==> src/rtl/tkri_pkg.sv <==
// Shared types for the top-K ranking table: item, result and control structs.
package tkri_pkg;

	// One incoming record
	typedef struct packed {
		logic signed [31:0] entry_key;
		logic [11:0]        stamp_year;
		logic [3:0]         stamp_month;
		logic [4:0]         stamp_day;
		logic [4:0]         stamp_hour;
		logic [5:0]         stamp_minute;
	} item_t;

	// One line of a table dump
	typedef struct packed {
		logic [2:0]         rank_position;
		logic signed [31:0] ranked_key;
		logic [11:0]        ranked_year;
		logic [3:0]         ranked_month;
		logic [4:0]         ranked_day;
		logic [4:0]         ranked_hour;
		logic [5:0]         ranked_minute;
		logic               input_accepted;
		logic               last_entry;
	} result_t;

	// Controller to datapath
	typedef struct packed {
		logic insert;   // take the offered item and update the table
		logic emit;     // load the next entry into the result register
	} dp_cmd_t;

	// Datapath to controller
	typedef struct packed {
		logic empty;    // table holds no entry
		logic last;     // next entry to emit is the final one
		logic out_free; // result register can take a new line this cycle
	} dp_sts_t;

endpackage

==> src/rtl/tkri_ctrl.sv <==
// Controller for the ranking table: accept an item, then walk the table dump.
module tkri_ctrl
	import tkri_pkg::*;
(
	input  logic    clk,
	input  logic    arst_n,
	input  logic    item_valid,
	output logic    item_ready,
	input  dp_sts_t sts,
	output dp_cmd_t cmd
);

	typedef enum logic {
		ST_IDLE,
		ST_DUMP
	} state_t;

	state_t state_q;

	// Commands follow from the state and the handshake
	always_comb begin
		item_ready = 1'b0;
		cmd        = '0;
		unique case (state_q)
			ST_IDLE: begin
				item_ready = 1'b1;
				cmd.insert = item_valid;
			end
			ST_DUMP: begin
				cmd.emit = !sts.empty && sts.out_free;
			end
			default: begin
				item_ready = 1'b0;
			end
		endcase
	end

	// State register
	always_ff @(posedge clk or negedge arst_n) begin
		if (!arst_n) begin
			state_q <= ST_IDLE;
		end else begin
			unique case (state_q)
				ST_IDLE: begin
					if (cmd.insert) state_q <= ST_DUMP;
				end
				ST_DUMP: begin
					if (sts.empty || (cmd.emit && sts.last)) state_q <= ST_IDLE;
				end
				default: begin
					state_q <= ST_IDLE;
				end
			endcase
		end
	end

endmodule

==> src/rtl/tkri_dp.sv <==
// Datapath for the ranking table: entry registers, parallel insert, rotating dump.
module tkri_dp
	import tkri_pkg::*;
#(
	parameter int RANK_DEPTH = 5,
	parameter int CNT_W      = $clog2(RANK_DEPTH + 1)
) (
	input  logic    clk,
	input  logic    arst_n,
	input  logic    mode_wr_en,
	input  logic    mode_wr_data,
	input  item_t   item,
	input  dp_cmd_t cmd,
	output dp_sts_t sts,
	input  logic    result_ready,
	output logic    result_valid,
	output result_t result
);

	// Stored record: key plus packed stamp
	typedef struct packed {
		logic signed [31:0] key;
		logic [11:0]        year;
		logic [3:0]         month;
		logic [4:0]         day;
		logic [4:0]         hour;
		logic [5:0]         minute;
	} entry_t;

	logic                 ascending_q;
	logic [CNT_W-1:0]     count_q;
	logic [CNT_W-1:0]     idx_q;
	logic                 accepted_q;
	entry_t               entry_q [RANK_DEPTH];
	logic [RANK_DEPTH-1:0] hit;
	logic [RANK_DEPTH:0]   pre;
	logic                 item_ok;
	logic                 last_idx;
	entry_t               new_entry;
	result_t              result_q;
	logic                 result_valid_q;

	// Record validation: positive key, no zero stamp field
	assign item_ok = (item.entry_key > 32'sd0) && (item.stamp_year != '0) &&
		(item.stamp_month != '0) && (item.stamp_day != '0) &&
		(item.stamp_hour != '0) && (item.stamp_minute != '0);

	assign new_entry = '{key: item.entry_key, year: item.stamp_year,
		month: item.stamp_month, day: item.stamp_day,
		hour: item.stamp_hour, minute: item.stamp_minute};

	// Mode register
	always_ff @(posedge clk or negedge arst_n) begin
		if (!arst_n) begin
			ascending_q <= 1'b0;
		end else if (mode_wr_en) begin
			ascending_q <= mode_wr_data;
		end
	end

	// Per entry: does the new key strictly precede it, and is there an earlier hit
	assign pre[0] = 1'b0;

	for (genvar g = 0; g < RANK_DEPTH; g++) begin : g_entry
		localparam int PREV = (g == 0) ? 0 : g - 1;
		localparam int NEXT = (g == RANK_DEPTH - 1) ? g : g + 1;

		logic below;
		logic precedes;

		assign below    = CNT_W'(g) < count_q;
		assign precedes = ascending_q ? (item.entry_key < entry_q[g].key)
		                              : (item.entry_key > entry_q[g].key);
		assign hit[g]   = below && precedes;
		assign pre[g+1] = pre[g] | hit[g];

		// Insert shifts the tail down; a dump step rotates the valid entries up
		always_ff @(posedge clk) begin
			if (cmd.insert && item_ok) begin
				if (pre[g] && (g != 0)) begin
					entry_q[g] <= entry_q[PREV];
				end else if (hit[g] || (CNT_W'(g) == count_q)) begin
					entry_q[g] <= new_entry;
				end
			end else if (cmd.emit && below) begin
				if (CNT_W'(g) == count_q - CNT_W'(1)) begin
					entry_q[g] <= entry_q[0];
				end else begin
					entry_q[g] <= entry_q[NEXT];
				end
			end
		end
	end

	// Fill count, dump index and accepted flag
	always_ff @(posedge clk or negedge arst_n) begin
		if (!arst_n) begin
			count_q    <= '0;
			idx_q      <= '0;
			accepted_q <= 1'b0;
		end else if (cmd.insert) begin
			accepted_q <= item_ok;
			idx_q      <= '0;
			if (item_ok && (count_q != CNT_W'(RANK_DEPTH))) begin
				count_q <= count_q + CNT_W'(1);
			end
		end else if (cmd.emit) begin
			idx_q <= idx_q + CNT_W'(1);
		end
	end

	assign last_idx = (idx_q == count_q - CNT_W'(1));

	// Result register, loaded from the head of the rotating table
	always_ff @(posedge clk or negedge arst_n) begin
		if (!arst_n) begin
			result_valid_q <= 1'b0;
		end else if (cmd.emit) begin
			result_valid_q <= 1'b1;
		end else if (result_ready) begin
			result_valid_q <= 1'b0;
		end
	end

	always_ff @(posedge clk) begin
		if (cmd.emit) begin
			result_q.rank_position  <= 3'(idx_q);
			result_q.ranked_key     <= entry_q[0].key;
			result_q.ranked_year    <= entry_q[0].year;
			result_q.ranked_month   <= entry_q[0].month;
			result_q.ranked_day     <= entry_q[0].day;
			result_q.ranked_hour    <= entry_q[0].hour;
			result_q.ranked_minute  <= entry_q[0].minute;
			result_q.input_accepted <= accepted_q;
			result_q.last_entry     <= last_idx;
		end
	end

	assign result_valid = result_valid_q;
	assign result       = result_q;

	// Status back to the controller
	assign sts.empty    = (count_q == '0);
	assign sts.last     = last_idx;
	assign sts.out_free = !result_valid_q || result_ready;

endmodule

==> src/rtl/top_k_ranking_insert.sv <==
// Top level of the top-K ranking table: controller, datapath and checks.
//
//   channel  | handshake                   | payload
//   ---------+-----------------------------+--------------------------------
//   item     | item_valid / item_ready     | item (key and stamp)
//   result   | result_valid / result_ready | result (one ranked entry)
//   mode     | mode_wr_en, no wait         | mode_wr_data (1 = ascending)
//
// An item is checked and inserted against all entries at once, then the
// table is dumped one stored entry per cycle while the result register
// is free. A reject into an empty table still enters the dump state but
// emits no line.
// A stalled result holds the dump; the next item is taken while the last
// line of a dump still waits. Reset empties the table and sets descending.
module top_k_ranking_insert
	import tkri_pkg::*;
#(
	parameter int RANK_DEPTH = 5
) (
	input  logic    clk,
	input  logic    arst_n,
	input  logic    mode_wr_en,
	input  logic    mode_wr_data,
	input  logic    item_valid,
	output logic    item_ready,
	input  item_t   item,
	output logic    result_valid,
	input  logic    result_ready,
	output result_t result
);

	dp_cmd_t cmd;
	dp_sts_t sts;

	tkri_ctrl u_ctrl (
		.clk        (clk),
		.arst_n     (arst_n),
		.item_valid (item_valid),
		.item_ready (item_ready),
		.sts        (sts),
		.cmd        (cmd)
	);

	tkri_dp #(
		.RANK_DEPTH (RANK_DEPTH)
	) u_dp (
		.clk          (clk),
		.arst_n       (arst_n),
		.mode_wr_en   (mode_wr_en),
		.mode_wr_data (mode_wr_data),
		.item         (item),
		.cmd          (cmd),
		.sts          (sts),
		.result_ready (result_ready),
		.result_valid (result_valid),
		.result       (result)
	);

`ifndef SYNTHESIS
	// After an item transfer the block is busy with its dump
	a_busy_after_item: assert property (@(posedge clk) disable iff (!arst_n)
		(item_valid && item_ready) |=> !item_ready)
		else $error("item taken again right after a transfer");

	// A line is only loaded when the result register can take it
	a_emit_free: assert property (@(posedge clk) disable iff (!arst_n)
		cmd.emit |-> sts.out_free)
		else $error("result overwritten before transfer");

	// Nothing is dumped from an empty table
	a_emit_nonempty: assert property (@(posedge clk) disable iff (!arst_n)
		cmd.emit |-> !sts.empty)
		else $error("dump from an empty table");

	// Insert and dump never overlap
	a_cmd_exclusive: assert property (@(posedge clk) disable iff (!arst_n)
		!(cmd.emit && cmd.insert))
		else $error("insert during dump");
`endif

endmodule
==> config.mk <==
export PLATFORM = sky130hd
export DESIGN_NAME = top_k_ranking_insert
export DESIGN_NICKNAME = d
export VERILOG_FILES = /design/src/rtl/tkri_pkg.sv /design/src/rtl/tkri_ctrl.sv /design/src/rtl/tkri_dp.sv /design/src/rtl/top_k_ranking_insert.sv
export SDC_FILE = /design/constraint.sdc
export NUM_CORES = 1
export LEC_CHECK = 0
export ABC_CLOCK_PERIOD_IN_PS = 7500
export BUFFER_PORTS_ARGS = -buffer_cell sky130_fd_sc_hd__buf_2
export CAP_MARGIN = 5
export CORE_ASPECT_RATIO = 2
export CORE_UTILIZATION = 51
export CTS_CLUSTER_DIAMETER = 60
export DETAILED_ROUTE_END_ITERATION = 10
export GPL_TIMING_DRIVEN = 1
export HOLD_SLACK_MARGIN = 0.12
export PLACE_DENSITY = 0.74
export SLEW_MARGIN = 20
export SYNTH_ARGS = -nofsm -noshare
export SYNTH_HDL_FRONTEND = slang
export SYNTH_SLANG_ARGS = --single-unit
==> constraint.sdc <==
create_clock -name clk -period 7.5 [get_ports clk]
set_input_delay 1.125 -clock clk [delete_from_list [all_inputs] [get_ports clk]]
set_output_delay 1.125 -clock clk [all_outputs]
set_load 0.05 [all_outputs]
# ---- Word-level counts from Yosys, hierarchy flattened
# Memory sizes are Yosys's and may differ from the RTL's.
# Cells that the tools add are included.
dict set report word_totals {
  input_bits 70
  latch_bits 0
  memories 1
  ram_bits 320
  register_bits 79
  word_cells 201
  mem_bits_ro 0
  out_inout_bits 71
}
# memory words word_bits read_ports rd_ports_with_merged_regs write_ports line_no
set mem_list {}
lappend mem_list {u_dp.entry_q 5 64 5 0 5 tkri_dp.sv:34} ;# entry_t entry_q [RANK_DEPTH];
dict set report op_classes {
  n_shift 0
  n_addsub 3
  n_reduce_logical 38
  mul 0
  n_eq_ne 10
  mux 100
  bitwise_logic 18
  order_cmp 16
  div_mod_pow 0
}
# operator count
set op_table {}
lappend op_table {{two-way mux 64 bit} 14}
lappend op_table {{greater-than comparator 32 bit} 5}
lappend op_table {{< comparator 32 bit} 5}
lappend op_table {{two-way mux 1 bit} 83}
lappend op_table {{greater-than comparator 32 x 1 -> 1 bit, second input constant} 1}
lappend op_table {{logical AND 1 bit} 19}
lappend op_table {{OR 1 bit} 17}
lappend op_table {{equality test 2 x 3 -> 1 bit, first input constant} 4}
lappend op_table {{nonzero test 12 bit} 1}
lappend op_table {{nonzero test 5 bit} 2}
lappend op_table {{logical OR 1 bit} 7}
lappend op_table {{adder 3 x 1 -> 3 bit, second input constant} 2}
lappend op_table {{equality test 1 x 3 -> 1 bit, first input constant} 2}
lappend op_table {{equality test 3 bit, first input constant} 2}
lappend op_table {{zero test 3 bit} 2}
lappend op_table {{< comparator 1 x 3 -> 1 bit, first input constant} 2}
lappend op_table {{< comparator 2 x 3 -> 1 bit, first input constant} 2}
lappend op_table {{two-way mux 3 bit} 2}
lappend op_table {{nonzero test 6 bit} 1}
lappend op_table {{nonzero test 2 bit} 2}
lappend op_table {{nonzero test 4 bit} 1}
lappend op_table {{equality test 3 bit} 1}
lappend op_table {{< comparator 3 bit, first input constant} 1}
lappend op_table {{!= test 3 bit, second input constant} 1}
lappend op_table {{other kinds (5)} 6}

# ---- Longest topological paths before layout
# An unclocked memory read counts as a cell.
dict set report logic_depth {
  depth_word 13
  ltp_mapped 15
  mapped_depth_nobuf 12
}

# ---- By module
# A second synthesis with hierarchy kept.
dict set report hier_totals {
  hier_cells 2327
  hier_area_um2 25094.1
}
# module area_each_um2 n_inst cells_each seq_area_each_um2
set modules_own_cells {}
lappend modules_own_cells {tkri_dp 25032.8 1 2320 11906.4}
lappend modules_own_cells {tkri_ctrl 61.3 1 7 25.0}

# ---- Worst setup path after synthesis
# OpenSTA, ideal clock, no wires.
dict set report synth_path {
  path_type {input port to flip-flop}
  start {input item[41] in the netlist's numbering}
  end {memory u_dp.entry_q[0][0] in the netlist's numbering, enable pin}
  arrival_time_ps 7399
  t_required_ps 6926
  setup_time_ps 574
  stages 10
  setup_slack_ps -473
  path_buffers 0
  path_cell_list {ha_1 -> a21o_1 -> nand3_1 -> a21oi_1 -> or4b_1 -> a21oi_1 -> mux2i_1 -> or2_2 -> a21oi_1 -> o21ai_0}
}
# element line_no
set synth_rtl {}
lappend synth_rtl {{from (decl)} top_k_ranking_insert.sv:26} ;# input item_t item,
lappend synth_rtl {{to (decl)} tkri_dp.sv:34}

==> impl_metrics.yaml <==
layout:
  multi_input_area_mm2: 0.0104
  final_util_pct: 57.1
  num_antenna_cells: 0
  drive_gt1_share_pct: 15.6
  fin_cells: 2771
  nFillCells: 3727
  nets: 2415
  syn_to_final_growth_pct: 11.0
  final-seq-area_mm2: 0.0119
timing:
  timing.final.crit_share_pct: 70.1
  setup_viol: 0
  finClkSkew_ns: 0.0230
  rsz0062_at_grt: "no"
  fmax_mhz: 190
  slew_viol_final: 0
  max-slew-margin-rel_pct: 25.2
  min_period_ns: 5.26
  worstMarginPinSlew_ns: 1.12
  setup_tns_ns: 0
  finalHoldViolations: 0
run:
  maxCapViolations: 0
synth:
  async_flop_share_pct: 2.51
  yosysWarnings: 0
  synthTopCellsByArea: "edfxtp_1 50%, ha_1 8.9%, mux2i_1 6.9%"
  synth_mux_area_share_pct: 11.8
  synth_top_family_by_area: "compound AO/OA/AOI/OAI gates"
  synth_compound_area_share_pct: 14.0
  synth_common_cells: "389 x edfxtp_1, 198 x inv_1, 171 x a21oi_1"
  yosysMostFrequentCell: "edfxtp_1"
  synth.cell_area_mm2: 0.0235
  syn_avg_cell_area_um2: 11.2
  yosysTopAreaCell: "edfxtp_1"
  synth_seq_cells: 399
  ys_types: 57
  seq_area_frac_synth_pct: 50.7
  synthFlopType: "edfxtp_1"
  yosys.area_share.xor_xnor_pct: 0.261
  synth_top_cell_area_share_pct: 49.7
  yosys.area_share.simple_pct: 8.73
  syn_nets: 2331
  synth_edf_count: 389
  synth_cells: 2094
  synthAdderAreaFrac_pct: 8.88
drt:
  wirelength_um: 70500
  num_vias: 18300
  drc: 0
  viasPerCell: 6.60
  first_iter_violations: 1933
  drt_pass1_iterations: 6
  ant_nets: 0
  wl_per_cell_um: 25.4
floorplanning:
  num_rows: 111
  num_io_pins: 141
  chipWidth_um: 154
  start_util_pct: 51.5
  core_area_mm2: 0.0457
  die_y_um: 306
  dieArea_mm2: 0.0470
cts:
  clockBufferDepth: 3
  clk_pin_slew_worst_paths_ns: 0.07
  post_cts_buffers: 0
  cts-root-buf: "clkbuf_16"
  cts_tree: "done"
  cts_buffers: 38
  clock_sinks: 399
  clk-insertion-delay-late_ns: 0.57
  post_cts_resized: 0
  cts_max_level: 2
  hold_buffers: 0
critical_path:
  rrSetupSlack_ns: 2.60
  cp_num_buf_inv: 2
  worstReg2RegEnd: "u_dp.entry_q[4][21]"
  endpoint_kind: "flip-flop"
  setup.worst_path.class: "primary input to flip-flop"
  worstPathRequired_ns: 7.79
  cp_common_cell: "mux2i_1"
  slowest_stage: "and4bb_4"
  path_max_fanout: 34
  crit_family: "simple AND/OR/NAND/NOR gates"
  slowest_delay_ns: 0.87
  start_kind: "primary input"
  worst_ep_arrival_time_ns: 5.55
  crit_chain: "buf_2 -> ha_1 -> nand4_1 -> or4_1 -> a21o_1 -> a31oi_1 -> mux2i_1 -> mux2i_1 -> a211oi_1 -> and4bb_4 -> buf_12 -> mux2i_1 -> a21oi_1"
  reg2regPathDepth: 13
  r2r_start: "u_dp.entry_q[2][53]"
global_routing:
  grt_pass1_wl_um: 108000
  overflow: 0
  first_global_vias: 18700
  grt_max_degree: 76
  antenna_found_initial: 3
  track_usage_pct: 30.0
placed_design:
  numPortBuffers: 140
  dp_hpwl_um: 44200
  place_inst: 2703
  gp_congestion: 0.942
power:
  p_leak_uw: 0.0103
  p_total_uw: 13200
  power_density_mw_per_mm2: 506
  ir_drop_uv: 350
outcome:
  outcome: "complete, no violations"
hold_path:
  hp-class: "primary input to asynchronous set/reset pin"
area by class of cell:
type	count	area share (%)
tap	565	2.71
clock inverter	23	1.13
multi-input combinational	1374	39.9
sequential	399	45.7
inverter	198	2.85
timing repair buffer	167	3.88
clock buffer	45	3.86
routing by layer:
metal / vias to the layer above / global-route usage, % / part of all wire (%)
met5: - / 0 / 0.031
met4: 4 / 18.8 / 6.0
met3: 242 / 3.86 / 7.3
met2: 968 / 52.5 / 51
met1: 8967 / 34.5 / 36
li1: 8120 / - / -
cells by family (layout without fill, tap and decap cells):
| logic type | after synthesis | count (layout) |
|---|---|---|
| compound gates | 508 | 508 |
| xor+xnor | 7 | 7 |
| fa+ha+maj | 167 | 167 |
| buf+inv | 321 | 433 |
| flops | 399 | 399 |
| mux | 264 | 264 |
| simple gates | 428 | 428 |
metrics by stage:
stage / setup WS, ns / hold slack (ns) / area, um2
final: 2.24 / 0.426 / 26100
after global routing: 2.10 / 0.416 / 26100
after CTS: 2.35 / 0.411 / 26100
after detailed placement: 1.78 / 0.449 / 24800
after global placement: 1.83 / 0.456 / 24700
after floorplan: 0.952 / 0.425 / 23500
worst max-delay path by stage:
stage                      start             endpoint  slack [ns]  cells after the start
floorplan           result_ready   u_dp.entry_q[1][0]        0.95                      3
global placement        item[47]   u_dp.entry_q[3][4]        1.83                     13
detailed placement      item[46]  u_dp.entry_q[3][12]        1.78                     13
CTS                     item[46]  u_dp.entry_q[3][12]        2.35                     13
global route            item[46]  u_dp.entry_q[3][57]        2.10                     13
finish                  item[47]   u_dp.entry_q[3][0]        2.24                     13
sequential cells by signal (all words and copies together) (netlist names):
signal / cells
u_ctrl.state_q: 1
u_dp.accepted_q: 1
u_dp.result: 69
u_dp.result_valid: 1
u_dp.idx_q: 3
u_dp.count_q: 3
u_dp.entry_q: 320
u_dp.ascending_q: 1
placed cells by master (no fill, tap or decap), types with 8 or more instances in the layout:
master,count
a211oi_1,70
a21o_1,13
clkbuf_16,39
o211ai_1,9
and3_1,36
nor3_1,8
dfrtp_1,10
o21ai_0,119
nand2_1,153
inv_1,197
mux2_2,100
ha_1,167
nand3_1,50
nor2_1,84
edfxtp_1,389
nor4_1,20
a222oi_1,57
clkinv_1,8
o221ai_1,32
buf_2,140
nor2b_1,12
buf_4,20
nand4_1,31
a21oi_1,170
mux2i_1,163
where the power goes:
part / switching, uW / internal [uW] / leakage, uW
Combinational: 4140 / 1920 / 0.00594
Sequential: 780 / 4280 / 0.00377
Clock: 916 / 1180 / 0.000628
No activity file was read; power rests on OpenSTA's default activity.
